### src/uer_pkg.sv
package uer_pkg;

    typedef enum logic [2:0] {
        PH_IDLE  = 3'd0,
        PH_TLOW  = 3'd1,
        PH_THIGH = 3'd2,
        PH_CHECK = 3'd3,
        PH_RISE  = 3'd4,
        PH_MEAS  = 3'd5
    } t_phase;

    // per-tick flags handed from the sequencer to the distance stages
    typedef struct packed {
        logic trig;
        logic blink;
        logic done;
        logic good;
    } t_ctrl_res;

    localparam int TICKS_W = 24;
    localparam int WIDTH_W = 15;
    localparam int DIST_W  = 13;

    localparam logic [DIST_W-1:0] DIST_MAX_MM = 13'd4500;

    // width*100/583 == (width*RECIP_K) >> RECIP_SHIFT for every 15-bit width
    localparam int              RECIP_SHIFT = 25;
    localparam int              RECIP_W     = 23;
    localparam logic [RECIP_W-1:0] RECIP_K  = 23'd5755478;
    localparam int              PROD_W      = WIDTH_W + RECIP_W;

    localparam int CFG_IDX_W  = 3;
    localparam int CFG_DATA_W = 24;

    localparam logic [CFG_IDX_W-1:0] CFG_TRIG_LOW   = 3'd0;
    localparam logic [CFG_IDX_W-1:0] CFG_TRIG_HIGH  = 3'd1;
    localparam logic [CFG_IDX_W-1:0] CFG_RISE_TMO   = 3'd2;
    localparam logic [CFG_IDX_W-1:0] CFG_MAX_ECHO   = 3'd3;
    localparam logic [CFG_IDX_W-1:0] CFG_DEADBAND   = 3'd4;
    localparam logic [CFG_IDX_W-1:0] CFG_IDLE       = 3'd5;

endpackage

### src/uer_ctrl.sv
module uer_ctrl (
    input  logic                          i_clk,
    input  logic                          i_rst_n,
    input  logic                          i_en,
    input  logic                          i_echo,
    input  logic [7:0]                    i_trig_low,
    input  logic [7:0]                    i_trig_high,
    input  logic [19:0]                   i_rise_tmo,
    input  logic [uer_pkg::WIDTH_W-1:0]   i_max_echo,
    input  logic [uer_pkg::TICKS_W-1:0]   i_idle,
    output uer_pkg::t_ctrl_res            o_res,
    output logic [uer_pkg::WIDTH_W-1:0]   o_width
);

    uer_pkg::t_phase                 r_phase, n_phase;
    logic [uer_pkg::TICKS_W-1:0]     r_ticks, n_ticks;
    logic [uer_pkg::WIDTH_W-1:0]     r_width, n_width;
    logic                            r_blink_state, n_blink_state;
    logic                            r_blink_lvl, n_blink_lvl;

    logic [uer_pkg::TICKS_W:0]       w_ticks_inc;
    logic                            w_trig;
    logic                            w_done;
    logic                            w_good;

    assign w_ticks_inc = {1'b0, r_ticks} + 25'd1;

    // outputs of the sequencer for this tick
    always_comb begin
        w_trig = 1'b0;
        w_done = 1'b0;
        w_good = 1'b0;
        case (r_phase)
            uer_pkg::PH_THIGH: begin
                w_trig = 1'b1;
            end
            uer_pkg::PH_CHECK: begin
                w_done = i_echo;
            end
            uer_pkg::PH_RISE: begin
                if (i_echo) begin
                    w_done = (i_max_echo == '0);
                end else begin
                    w_done = (w_ticks_inc >= {5'd0, i_rise_tmo});
                end
            end
            uer_pkg::PH_MEAS: begin
                if (i_echo) begin
                    w_done = (r_width >= i_max_echo);
                end else begin
                    w_done = 1'b1;
                    w_good = 1'b1;
                end
            end
            default: begin
                w_trig = 1'b0;
            end
        endcase
    end

    // next state
    always_comb begin
        n_phase       = r_phase;
        n_ticks       = r_ticks;
        n_width       = r_width;
        n_blink_state = r_blink_state;
        n_blink_lvl   = r_blink_lvl;
        case (r_phase)
            uer_pkg::PH_IDLE: begin
                if ({1'b0, r_ticks} < {1'b0, i_idle}) begin
                    n_ticks = w_ticks_inc[uer_pkg::TICKS_W-1:0];
                end else begin
                    n_blink_lvl   = r_blink_state;
                    n_blink_state = ~r_blink_state;
                    // this tick already counts as the first trigger-low tick
                    if (i_trig_low <= 8'd1) begin
                        n_phase = uer_pkg::PH_THIGH;
                        n_ticks = '0;
                    end else begin
                        n_phase = uer_pkg::PH_TLOW;
                        n_ticks = 24'd1;
                    end
                end
            end
            uer_pkg::PH_TLOW: begin
                if (w_ticks_inc >= {17'd0, i_trig_low}) begin
                    n_phase = uer_pkg::PH_THIGH;
                    n_ticks = '0;
                end else begin
                    n_ticks = w_ticks_inc[uer_pkg::TICKS_W-1:0];
                end
            end
            uer_pkg::PH_THIGH: begin
                if (w_ticks_inc >= {17'd0, i_trig_high}) begin
                    n_phase = uer_pkg::PH_CHECK;
                    n_ticks = '0;
                end else begin
                    n_ticks = w_ticks_inc[uer_pkg::TICKS_W-1:0];
                end
            end
            uer_pkg::PH_CHECK: begin
                if (!i_echo) begin
                    n_phase = uer_pkg::PH_RISE;
                    n_ticks = '0;
                end
            end
            uer_pkg::PH_RISE: begin
                if (i_echo) begin
                    n_width = 15'd1;
                    n_phase = uer_pkg::PH_MEAS;
                end else begin
                    n_ticks = w_ticks_inc[uer_pkg::TICKS_W-1:0];
                end
            end
            uer_pkg::PH_MEAS: begin
                if (i_echo) begin
                    n_width = r_width + 15'd1;
                end
            end
            default: begin
                n_phase = uer_pkg::PH_IDLE;
                n_ticks = '0;
            end
        endcase
        if (w_done) begin
            n_phase = uer_pkg::PH_IDLE;
            n_ticks = '0;
            n_width = '0;
        end
    end

    always_ff @(posedge i_clk) begin
        if (!i_rst_n) begin
            r_phase       <= uer_pkg::PH_IDLE;
            r_ticks       <= '0;
            r_width       <= '0;
            r_blink_state <= 1'b0;
            r_blink_lvl   <= 1'b0;
        end else if (i_en) begin
            r_phase       <= n_phase;
            r_ticks       <= n_ticks;
            r_width       <= n_width;
            r_blink_state <= n_blink_state;
            r_blink_lvl   <= n_blink_lvl;
        end
    end

    // result register, width taken before the clear on done
    always_ff @(posedge i_clk) begin
        if (i_en) begin
            o_res.trig  <= w_trig;
            o_res.blink <= n_blink_lvl;
            o_res.done  <= w_done;
            o_res.good  <= w_good;
            o_width     <= r_width;
        end
    end

endmodule

### src/uer_dist.sv
module uer_dist (
    input  logic                          i_clk,
    input  logic                          i_rst_n,
    input  logic                          i_en_mul,
    input  logic                          i_en_out,
    input  uer_pkg::t_ctrl_res            i_res,
    input  logic [uer_pkg::WIDTH_W-1:0]   i_width,
    input  logic [uer_pkg::DIST_W-1:0]    i_deadband,
    output uer_pkg::t_ctrl_res            o_res,
    output logic [uer_pkg::DIST_W-1:0]    o_dist,
    output logic                          o_report
);

    logic [uer_pkg::PROD_W-1:0]   w_prod;
    uer_pkg::t_ctrl_res           r_res_mul;
    logic [uer_pkg::DIST_W-1:0]   r_quot;
    logic [uer_pkg::DIST_W-1:0]   r_reported, n_reported;

    logic [uer_pkg::DIST_W-1:0]   w_sat;
    logic [uer_pkg::DIST_W-1:0]   w_diff;
    logic                         w_valid;
    logic                         w_rep;

    // width*100/583 as a reciprocal multiply, quotient fits 13 bits
    assign w_prod = uer_pkg::PROD_W'(i_width) * uer_pkg::PROD_W'(uer_pkg::RECIP_K);

    always_ff @(posedge i_clk) begin
        if (i_en_mul) begin
            r_res_mul <= i_res;
            r_quot    <= w_prod[uer_pkg::RECIP_SHIFT +: uer_pkg::DIST_W];
        end
    end

    always_comb begin
        w_valid    = r_res_mul.done & r_res_mul.good;
        w_sat      = (r_quot > uer_pkg::DIST_MAX_MM) ? uer_pkg::DIST_MAX_MM : r_quot;
        w_diff     = (w_sat >= r_reported) ? (w_sat - r_reported) : (r_reported - w_sat);
        w_rep      = w_valid & (w_diff > i_deadband);
        n_reported = w_rep ? w_sat : r_reported;
    end

    always_ff @(posedge i_clk) begin
        if (!i_rst_n) begin
            r_reported <= '0;
        end else if (i_en_out) begin
            r_reported <= n_reported;
        end
    end

    always_ff @(posedge i_clk) begin
        if (i_en_out) begin
            o_res    <= r_res_mul;
            o_dist   <= w_valid ? w_sat : '0;
            o_report <= w_rep;
        end
    end

endmodule

### src/ultrasonic_echo_ranger.sv
// Ultrasonic pulse/echo ranger. Each input transaction is one microsecond tick carrying the
// sampled echo pin in bit 0, and each tick gives exactly one output transaction: trigger and
// blink pin levels, a done flag, an ok flag, the distance in mm (width*100/583, at most 4500)
// and a report flag when the distance moved beyond the deadband. One tick is taken every clock
// while the pipeline advances; a tick's result passes through an input register, the
// sequencer result register, the multiplier register and the output register. The pipeline
// advances whenever the output register is empty or being taken, so it stalls only when the
// output side holds off. Configuration registers are written by index and act at once.
module ultrasonic_echo_ranger (
    input  logic                              i_clk,
    input  logic                              i_rst_n,
    input  logic                              i_s_axis_tvalid,
    output logic                              o_s_axis_tready,
    input  logic [7:0]                        i_s_axis_tdata,  // [0] echo_level
    output logic                              o_m_axis_tvalid,
    input  logic                              i_m_axis_tready,
    // [0] trigger_level, [1] blink_level, [2] done_res, [3] ok, [16:4] distance_mm, [17] report
    output logic [23:0]                       o_m_axis_tdata,
    input  logic                              i_cfg_we,
    input  logic [uer_pkg::CFG_IDX_W-1:0]     i_cfg_idx,
    input  logic [uer_pkg::CFG_DATA_W-1:0]    i_cfg_data
);

    logic [7:0]                        r_trig_low;
    logic [7:0]                        r_trig_high;
    logic [19:0]                       r_rise_tmo;
    logic [uer_pkg::WIDTH_W-1:0]       r_max_echo;
    logic [uer_pkg::DIST_W-1:0]        r_deadband;
    logic [uer_pkg::TICKS_W-1:0]       r_idle;

    logic                              w_adv;
    logic                              r_v0, r_v1, r_v2, r_v3;
    logic                              r_echo;

    uer_pkg::t_ctrl_res                w_res_ctrl;
    logic [uer_pkg::WIDTH_W-1:0]       w_width;
    uer_pkg::t_ctrl_res                w_res_out;
    logic [uer_pkg::DIST_W-1:0]        w_dist;
    logic                              w_report;

    always_ff @(posedge i_clk) begin
        if (!i_rst_n) begin
            r_trig_low  <= 8'd4;
            r_trig_high <= 8'd10;
            r_rise_tmo  <= 20'd600000;
            r_max_echo  <= 15'd26235;
            r_deadband  <= 13'd10;
            r_idle      <= 24'd1000000;
        end else if (i_cfg_we) begin
            case (i_cfg_idx)
                uer_pkg::CFG_TRIG_LOW:  r_trig_low  <= i_cfg_data[7:0];
                uer_pkg::CFG_TRIG_HIGH: r_trig_high <= i_cfg_data[7:0];
                uer_pkg::CFG_RISE_TMO:  r_rise_tmo  <= i_cfg_data[19:0];
                uer_pkg::CFG_MAX_ECHO:  r_max_echo  <= i_cfg_data[uer_pkg::WIDTH_W-1:0];
                uer_pkg::CFG_DEADBAND:  r_deadband  <= i_cfg_data[uer_pkg::DIST_W-1:0];
                uer_pkg::CFG_IDLE:      r_idle      <= i_cfg_data;
                default: begin
                end
            endcase
        end
    end

    // whole pipeline moves together when the output register can take a new transaction
    assign w_adv           = !r_v3 || i_m_axis_tready;
    assign o_s_axis_tready = w_adv;

    always_ff @(posedge i_clk) begin
        if (!i_rst_n) begin
            r_v0 <= 1'b0;
            r_v1 <= 1'b0;
            r_v2 <= 1'b0;
            r_v3 <= 1'b0;
        end else if (w_adv) begin
            r_v0 <= i_s_axis_tvalid;
            r_v1 <= r_v0;
            r_v2 <= r_v1;
            r_v3 <= r_v2;
        end
    end

    always_ff @(posedge i_clk) begin
        if (w_adv && i_s_axis_tvalid) begin
            r_echo <= i_s_axis_tdata[0];
        end
    end

    uer_ctrl u_ctrl (
        .i_clk       (i_clk),
        .i_rst_n     (i_rst_n),
        .i_en        (w_adv && r_v0),
        .i_echo      (r_echo),
        .i_trig_low  (r_trig_low),
        .i_trig_high (r_trig_high),
        .i_rise_tmo  (r_rise_tmo),
        .i_max_echo  (r_max_echo),
        .i_idle      (r_idle),
        .o_res       (w_res_ctrl),
        .o_width     (w_width)
    );

    uer_dist u_dist (
        .i_clk      (i_clk),
        .i_rst_n    (i_rst_n),
        .i_en_mul   (w_adv && r_v1),
        .i_en_out   (w_adv && r_v2),
        .i_res      (w_res_ctrl),
        .i_width    (w_width),
        .i_deadband (r_deadband),
        .o_res      (w_res_out),
        .o_dist     (w_dist),
        .o_report   (w_report)
    );

    assign o_m_axis_tvalid = r_v3;
    assign o_m_axis_tdata  = {6'd0, w_report, w_dist, w_res_out.good, w_res_out.done,
                              w_res_out.blink, w_res_out.trig};

    // distance never exceeds the saturation limit
    a_dist_sat: assert property (@(posedge i_clk) disable iff (!i_rst_n)
        o_m_axis_tvalid |-> (o_m_axis_tdata[16:4] <= uer_pkg::DIST_MAX_MM))
        else $error("distance above saturation limit");

    // a failed or absent measurement carries no distance and no report
    a_fail_quiet: assert property (@(posedge i_clk) disable iff (!i_rst_n)
        (o_m_axis_tvalid && !o_m_axis_tdata[3]) |->
        (o_m_axis_tdata[16:4] == '0 && !o_m_axis_tdata[17]))
        else $error("distance or report without a valid measurement");

    // ok only with done, and a measurement never ends while the trigger is high
    a_done_flags: assert property (@(posedge i_clk) disable iff (!i_rst_n)
        o_m_axis_tvalid |-> ((!o_m_axis_tdata[3] || o_m_axis_tdata[2]) &&
                             !(o_m_axis_tdata[2] && o_m_axis_tdata[0])))
        else $error("inconsistent done, ok and trigger flags");

endmodule

### config.mk
export PLATFORM = sky130hd
export DESIGN_NAME = ultrasonic_echo_ranger
export DESIGN_NICKNAME = d
export VERILOG_FILES = /design/src/uer_pkg.sv /design/src/uer_ctrl.sv /design/src/uer_dist.sv /design/src/ultrasonic_echo_ranger.sv
export SDC_FILE = /design/constraint.sdc
export NUM_CORES = 1
export LEC_CHECK = 0
export BUFFER_PORTS_ARGS = -buffer_cell sky130_fd_sc_hd__buf_4
export CAP_MARGIN = 10
export CORE_UTILIZATION = 25
export CTS_BUF_LIST = sky130_fd_sc_hd__clkbuf_8
export CTS_CLUSTER_DIAMETER = 120
export DETAILED_ROUTE_END_ITERATION = 10
export PLACE_DENSITY = 0.41
export SYNTH_ARGS = -nofsm -noshare
export SYNTH_HDL_FRONTEND = slang
export SYNTH_SLANG_ARGS = --single-unit
### constraint.sdc
create_clock -name i_clk -period 6.1 [get_ports i_clk]
set_input_delay 1.22 -clock i_clk [delete_from_list [all_inputs] [get_ports i_clk]]
set_output_delay 1.22 -clock i_clk [all_outputs]
set_load 0.005 [all_outputs]
* Word level (Yosys, flattened, before mapping)
Cells that the tools add are included.
** Cells by class
- $add $sub $neg :: 4
- Multiply operators :: 1
- $lt $le $gt $ge :: 9
- Eq/ne operators :: 18
- Multiplexer cells :: 29
- Bitwise operators :: 4
- Reduce and logical (&&, ||, !) cells :: 21
** Operator list (count)
- $mux W24 :: 6
- $pmux W24 S6 :: 1
- $ge A25 B8 Y1 :: 2
- $mux W15 :: 3
- $mul A15 B22 Y37 const B :: 1
- $pmux W15 S2 :: 1
- $mux W13 :: 2
- $sub A13 B13 Y13 :: 2
- $add A24 B1 Y25 const B :: 1
- $ge A25 B20 Y1 :: 1
- $lt A24 B24 Y1 :: 1
- $mux W3 :: 6
- $pmux W3 S6 :: 1
- $add A15 B1 Y15 const B :: 1
- $ge A15 B15 Y1 :: 1
- $logic_not A15 Y1 :: 1
- $ne A3 B2 Y1 const B :: 5
- $reduce_and A2 Y1 :: 7
- $ge A13 B13 Y1 :: 1
- $gt A13 B13 Y1 :: 1
- $gt A13 B13 Y1 const B :: 1
- $eq A3 B2 Y1 const B :: 4
- $eq A3 B3 Y1 const B :: 4
- $le A8 B1 Y1 const B :: 1
- 16 further kinds :: 31
** Storage, ports and cells
- Register bits after elaboration :: 204
- Input port bits :: 40

* Depth between registers and ports, before layout
- Word-level depth :: 7
- Depth in mapped cells :: 26
- Mapped depth without buffers :: 25

* By module
A second synthesis with hierarchy kept.
** Second synthesis, totals
- Cells, all modules :: 1926
- Area total of the unflattened synthesis :: 17239.0 um^2
** Modules (own cells, without submodules)
- uer_dist :: times used 1, cells each 938, area an instance 8705.8 um^2, seq. area each 1311.3 um^2
- uer_ctrl :: times used 1, cells each 618, area an instance 5198.7 um^2, seq. area each 1451.4 um^2
- ultrasonic_echo_ranger :: times used 1, cells each 370, area an instance 3334.4 um^2, seq. area each 1871.8 um^2

* Worst setup path after synthesis
Ideal clock, no wire load.
- Path kind :: reg-to-reg
- Start :: reg u_dist.r_quot[11] (netlist name)
- End :: reg u_dist.r_reported[10] (netlist name)
- Setup time :: 0.128 ns
- Data arrival time :: 6.209 ns
- Required time :: 5.972 ns
- Path slack :: -0.237 ns
- Stages on the path, launching flop included :: 26
- Buffers on the path :: 3
- Period minus slack after synthesis :: 6.337 ns
- Cell sequence :: edfxtp_1 o31a_1 a21oi_1 a41oi_1 nor2_1 inv_1 ha_1 clkbuf_1 and4_1 nand3_1 a21oi_1 and3b_1 o31ai_1 clkbuf_1 mux2_2 ha_1 nor2b_1 o21a_1 o21a_1 o21a_1 o21ai_0 a21oi_1 o21ai_1 clkbuf_1 mux2i_1 nor2_1
** Between the ends
- Word-level cells in the longest chain between the ends :: 7
** RTL lines
- start: declaration :: RTL line uer_dist.sv:16 : logic [uer_pkg::DIST_W-1:0] r_quot;
- start signal: assignment :: RTL line uer_dist.sv:30 : r_quot <= w_prod[uer_pkg::RECIP_SHIFT +: uer_pkg::DIST_W];
- $gt A13 B13 Y1 * :: RTL line uer_dist.sv:36 : w_sat = (r_quot > uer_pkg::DIST_MAX_MM) ? uer_pkg::DIST_MAX_MM : r_quot;
- $mux W13 * :: RTL line uer_dist.sv:36
- net u_dist.w_sat, one bit :: RTL line uer_dist.sv:19 : logic [uer_pkg::DIST_W-1:0] w_sat;
- $sub A13 B13 Y13 / $ge A13 B13 Y1 (equally long branches) :: RTL line uer_dist.sv:37 : w_diff = (w_sat >= r_reported) ? (w_sat - r_reported) : (r_reported - w_sat);
- $mux W13 * :: RTL line uer_dist.sv:37
- $gt A13 B13 Y1 * :: RTL line uer_dist.sv:38 : w_rep = w_valid & (w_diff > i_deadband);
- $and A1 B1 Y1 * :: RTL line uer_dist.sv:38
- $reduce_and A2 Y1 (no line) *
- end signal: assignment :: RTL line uer_dist.sv:46 : r_reported <= n_reported;
- end: declaration :: RTL line uer_dist.sv:17 : logic [uer_pkg::DIST_W-1:0] r_reported, n_reported;
The timed path passes the listed nets; every way through them passes the cells marked *.
A chain may end at the register's enable or synchronous reset.

* Worst setup path in the final report
- Start :: reg u_ctrl.o_width[3] (netlist name)
- End :: reg u_dist.r_quot[12] (netlist name) (data pin)
** Between the ends
- Word-level cells in the longest chain between the ends :: 1
** RTL lines
- start: declaration :: RTL line uer_ctrl.sv:12 : output logic [uer_pkg::WIDTH_W-1:0] o_width
- start signal: assignment :: RTL line uer_ctrl.sv:155 : o_width <= r_width;
- $mul A15 B22 Y37 :: RTL line uer_dist.sv:25 : assign w_prod = uer_pkg::PROD_W'(i_width) * uer_pkg::PROD_W'(uer_pkg::RECIP_K);
- net u_dist.w_prod, one bit :: RTL line uer_dist.sv:14 : logic [uer_pkg::PROD_W-1:0] w_prod;
The timed path passes the listed nets, and every way through them passes these cells.

==> qor.yml <==
timing:
  setup_tns_ps: 0
  setup_viol: 0
  period_minus_slack_ps: 5820
  worst_pin_slew_ps: 1040
  maxSlewHeadroom: 0.305
  drv_slew: 0
  fin_crit_sh: 0.954
  clock.fmax_mhz: 172
  setup_slack_ps: 283
  hold_violations: 0
  clock_skew_ps: 37.8
place:
  portBuffers: 52
  gp_congestion: 0.838
  dp_hpwl_um: 37300
  preCtsSetupSlack_ps: 25.8
grt:
  grt_antenna_before_repair: 0
  grt_max_degree: 64
  grt_usage: 0.139
  grt_overflow_total: 0
  grt_first_pass_wirelength_um: 76400
  grt_pass1_vias: 14000
yosys:
  synth.most_common_cell: "inv_1"
  yosysTopAreaCell: "ha_1"
  synth_warnings: 0
  synth_flop_cell: "dfxtp_1"
  seq_area_frac_synth: 0.272
  synth_area_leaders: "ha_1, dfxtp_1, fa_1"
  synth_cells: 1940
  mappedNetlistArea_mm2: 0.0170
  ys_ff_latch: 204
  synthTopCellsByCount: "inv_1, ha_1, nand2_1"
  syn_area_per_cell_um2: 8.79
  ys_types: 75
  synth_top_cell_area_share: 0.186
  async_flop_share: 0
  synth_edf_count: 55
job:
  drv_cap: 0
floorplanning:
  die_area_mm2: 0.0692
  core-area_mm2: 0.0673
  ioPinCount: 66
  die_w_um: 263
  initial_core_util: 0.253
  fp-row-count: 95
  die_y_um: 263
cts:
  clock_path_buffers: 3
  htree_num_levels: 2
  cts_tree: "yes"
  clock-sinks: 204
  cts_made_buffers: 39
  clkLatencyLatePin_ps: 610
  cts.clk_slew.worst_paths_ps: 70
  root_buffer: "clkbuf_8"
critical_path:
  r2r-end: "u_dist.r_quot[12]$_DFFE_PP_"
  cp.required_ps: 6450
  worstReg2RegStart: "u_ctrl.o_width[3]$_DFFE_PP_"
  crit_start: "u_ctrl.o_width[3]$_DFFE_PP_"
  critPathKind: "reg2reg"
  rrSetupSlack_ps: 280
  arrival_ps: 6160
  worstPathMaxFanout: 4
  worstSetupEndpointType: "flip-flop"
  start_kind: "flip-flop"
  r2r_cells: 20
route:
  vias: 13400
  routedWlPerCell_um: 16.3
  ant_nets: 0
  drc: 0
  dr.first_iter.drc_count: 570
  wl_um: 47800
  firstDrtPassIters: 5
  vias_per_cell: 4.59
finish:
  layout.nets: 2429
  drive_gt1_frac: 0.0984
  insertedDiodeCount: 0
  n_fill_cell: 7202
  synthToLayoutAreaGrowth_pct: 14.7
  final-seq-area_mm2: 0.00463
  multi_input_area_mm2: 0.0110
power_and_ir_drop:
  peakVddDrop_mv: 0.217
  leakagePower_nw: 8.79
  power_density_mw_per_mm2: 394
worst_hold_path:
  whs_path_depth: 0
  hold_path.class: "reg2reg"
  holdPathEnd: "u_dist.r_res_mul[3]$_DFFE_PP_"
  hold_start: "u_ctrl.o_res[3]$_DFFE_PP_"
outcome:
  status: "finished, final reports clean"
## registers in the layout, indices dropped and copies added (netlist names), 15 cells and up
signal	flops
u_ctrl.o_width	15
r_idle	24
u_ctrl.r_width	15
r_max_echo	15
r_rise_tmo	20
u_ctrl.r_ticks	24
## metal layers
layer | wire length [µm] | global-route usage
met3 | 1530 | 0.0189
met5 | 0 | 0
met1 | 22800 | 0.186
met2 | 22700 | 0.235
met4 | 785 | 0.0327
## power breakdown
group | internal [mW] | total, mW | switching, mW
Clock | 0.754 | 1.40 | 0.644
Combinational | 2.10 | 4.68 | 2.57
Sequential | 1.58 | 1.63 | 0.0532
Total | 4.44 | 7.71 | 3.27
## metrics by stage
stage | cell area (µm²) | cells | power (mW) | hold slack, ps | util
4_1_cts | 19500 | 2924 | 7.80 | 408 | 0.290
2_1_floorplan | 17100 | 1945 | 4.79 | 400 | -
3_5_place_dp | 18700 | 2857 | 6.31 | 408 | 0.278
6_report | 19500 | 2926 | 7.71 | 402 | 0.290
3_3_place_gp | 18700 | 2857 | 6.28 | 403 | 0.278
5_1_grt | 19500 | 2926 | 8.57 | 430 | 0.290
## cell type report
cell class	instances	area share
clock buffers	45	0.0317
repair buffers	114	0.0444
multi-input cells	1345	0.561
flip-flops and latches	204	0.237
clock inverters	22	0.00743
well taps	873	0.0559
inverters	323	0.0621
## timing repair
| item | 4_1_cts | 5_1_grt |
|---|---|---|
| hold buffers | 0 | 0 |
| buffers inserted | 0 | 2 |
| resized for setup | 0 | 16 |
| endpoints found under the setup margin | 0 | 22 |
| hold endpoints to repair | 0 | 0 |
## logic make-up (layout without fill, tap and decap cells)
logic type	Yosys count	count (layout)	share of synthesized area
DFF	204	204	0.272
and+or+nand+nor	534	534	0.148
adders and majority gates	362	362	0.314
muxes	24	24	0.0142
AOI/OAI and AO/OA	372	372	0.138
other	1	6	0.000220
buffers and inverters	396	504	0.0896
xor gates and xnor gates	47	47	0.0242
## critical path, cell delays in order (launching register included)
cell and delay (ps):
edfxtp_1 500, fa_1 590, inv_1 60, fa_1 530, inv_1 50, ha_1 290
fa_1 460, fa_1 570, inv_1 70, fa_1 540, inv_1 40, ha_1 300
a21o_1 160, a21o_1 180, a21oi_2 170, o21ai_0 110, a32o_2 270, a41o_1 270
a21oi_1 190, o31a_1 160, xnor2_1 60
## placed cells by master, fill, tap and decap left out, drive strengths merged, types with 10 or more instances in the layout
cell type | netlist | layout
and3 | 12 | 12
fa | 109 | 109
a21oi | 159 | 159
xor2 | 12 | 12
nand2 | 251 | 251
xnor2 | 35 | 35
buf | 23 | 114
nor2b | 18 | 18
dfxtp | 149 | 149
o211ai | 35 | 35
and2 | 12 | 12
o31a | 10 | 10
nor4 | 11 | 11
nand2b | 10 | 10
o21a | 12 | 12
nor2 | 78 | 78
nor3 | 19 | 19
or3 | 19 | 19
a211oi | 13 | 13
nand4 | 24 | 24
o22ai | 13 | 13
a21o | 29 | 29
nand3 | 50 | 50
inv | 323 | 339
ha | 253 | 253
o21ai | 39 | 39
clkbuf | 50 | 45
edfxtp | 55 | 55
mux2i | 22 | 22
## worst max path at each step
stage | cells after the start | end
5_1_grt | 23 | u_dist.r_reported[6]$_SDFFE_PN0P_
3_3_place_gp | 21 | u_dist.r_quot[10]$_DFFE_PP_
4_1_cts | 21 | u_dist.r_quot[10]$_DFFE_PP_
3_5_place_dp | 21 | u_dist.r_quot[10]$_DFFE_PP_
2_1_floorplan | 25 | u_dist.r_reported[10]$_SDFFE_PN0P_
6_report | 20 | u_dist.r_quot[12]$_DFFE_PP_
(Power assumes the default switching activity.)
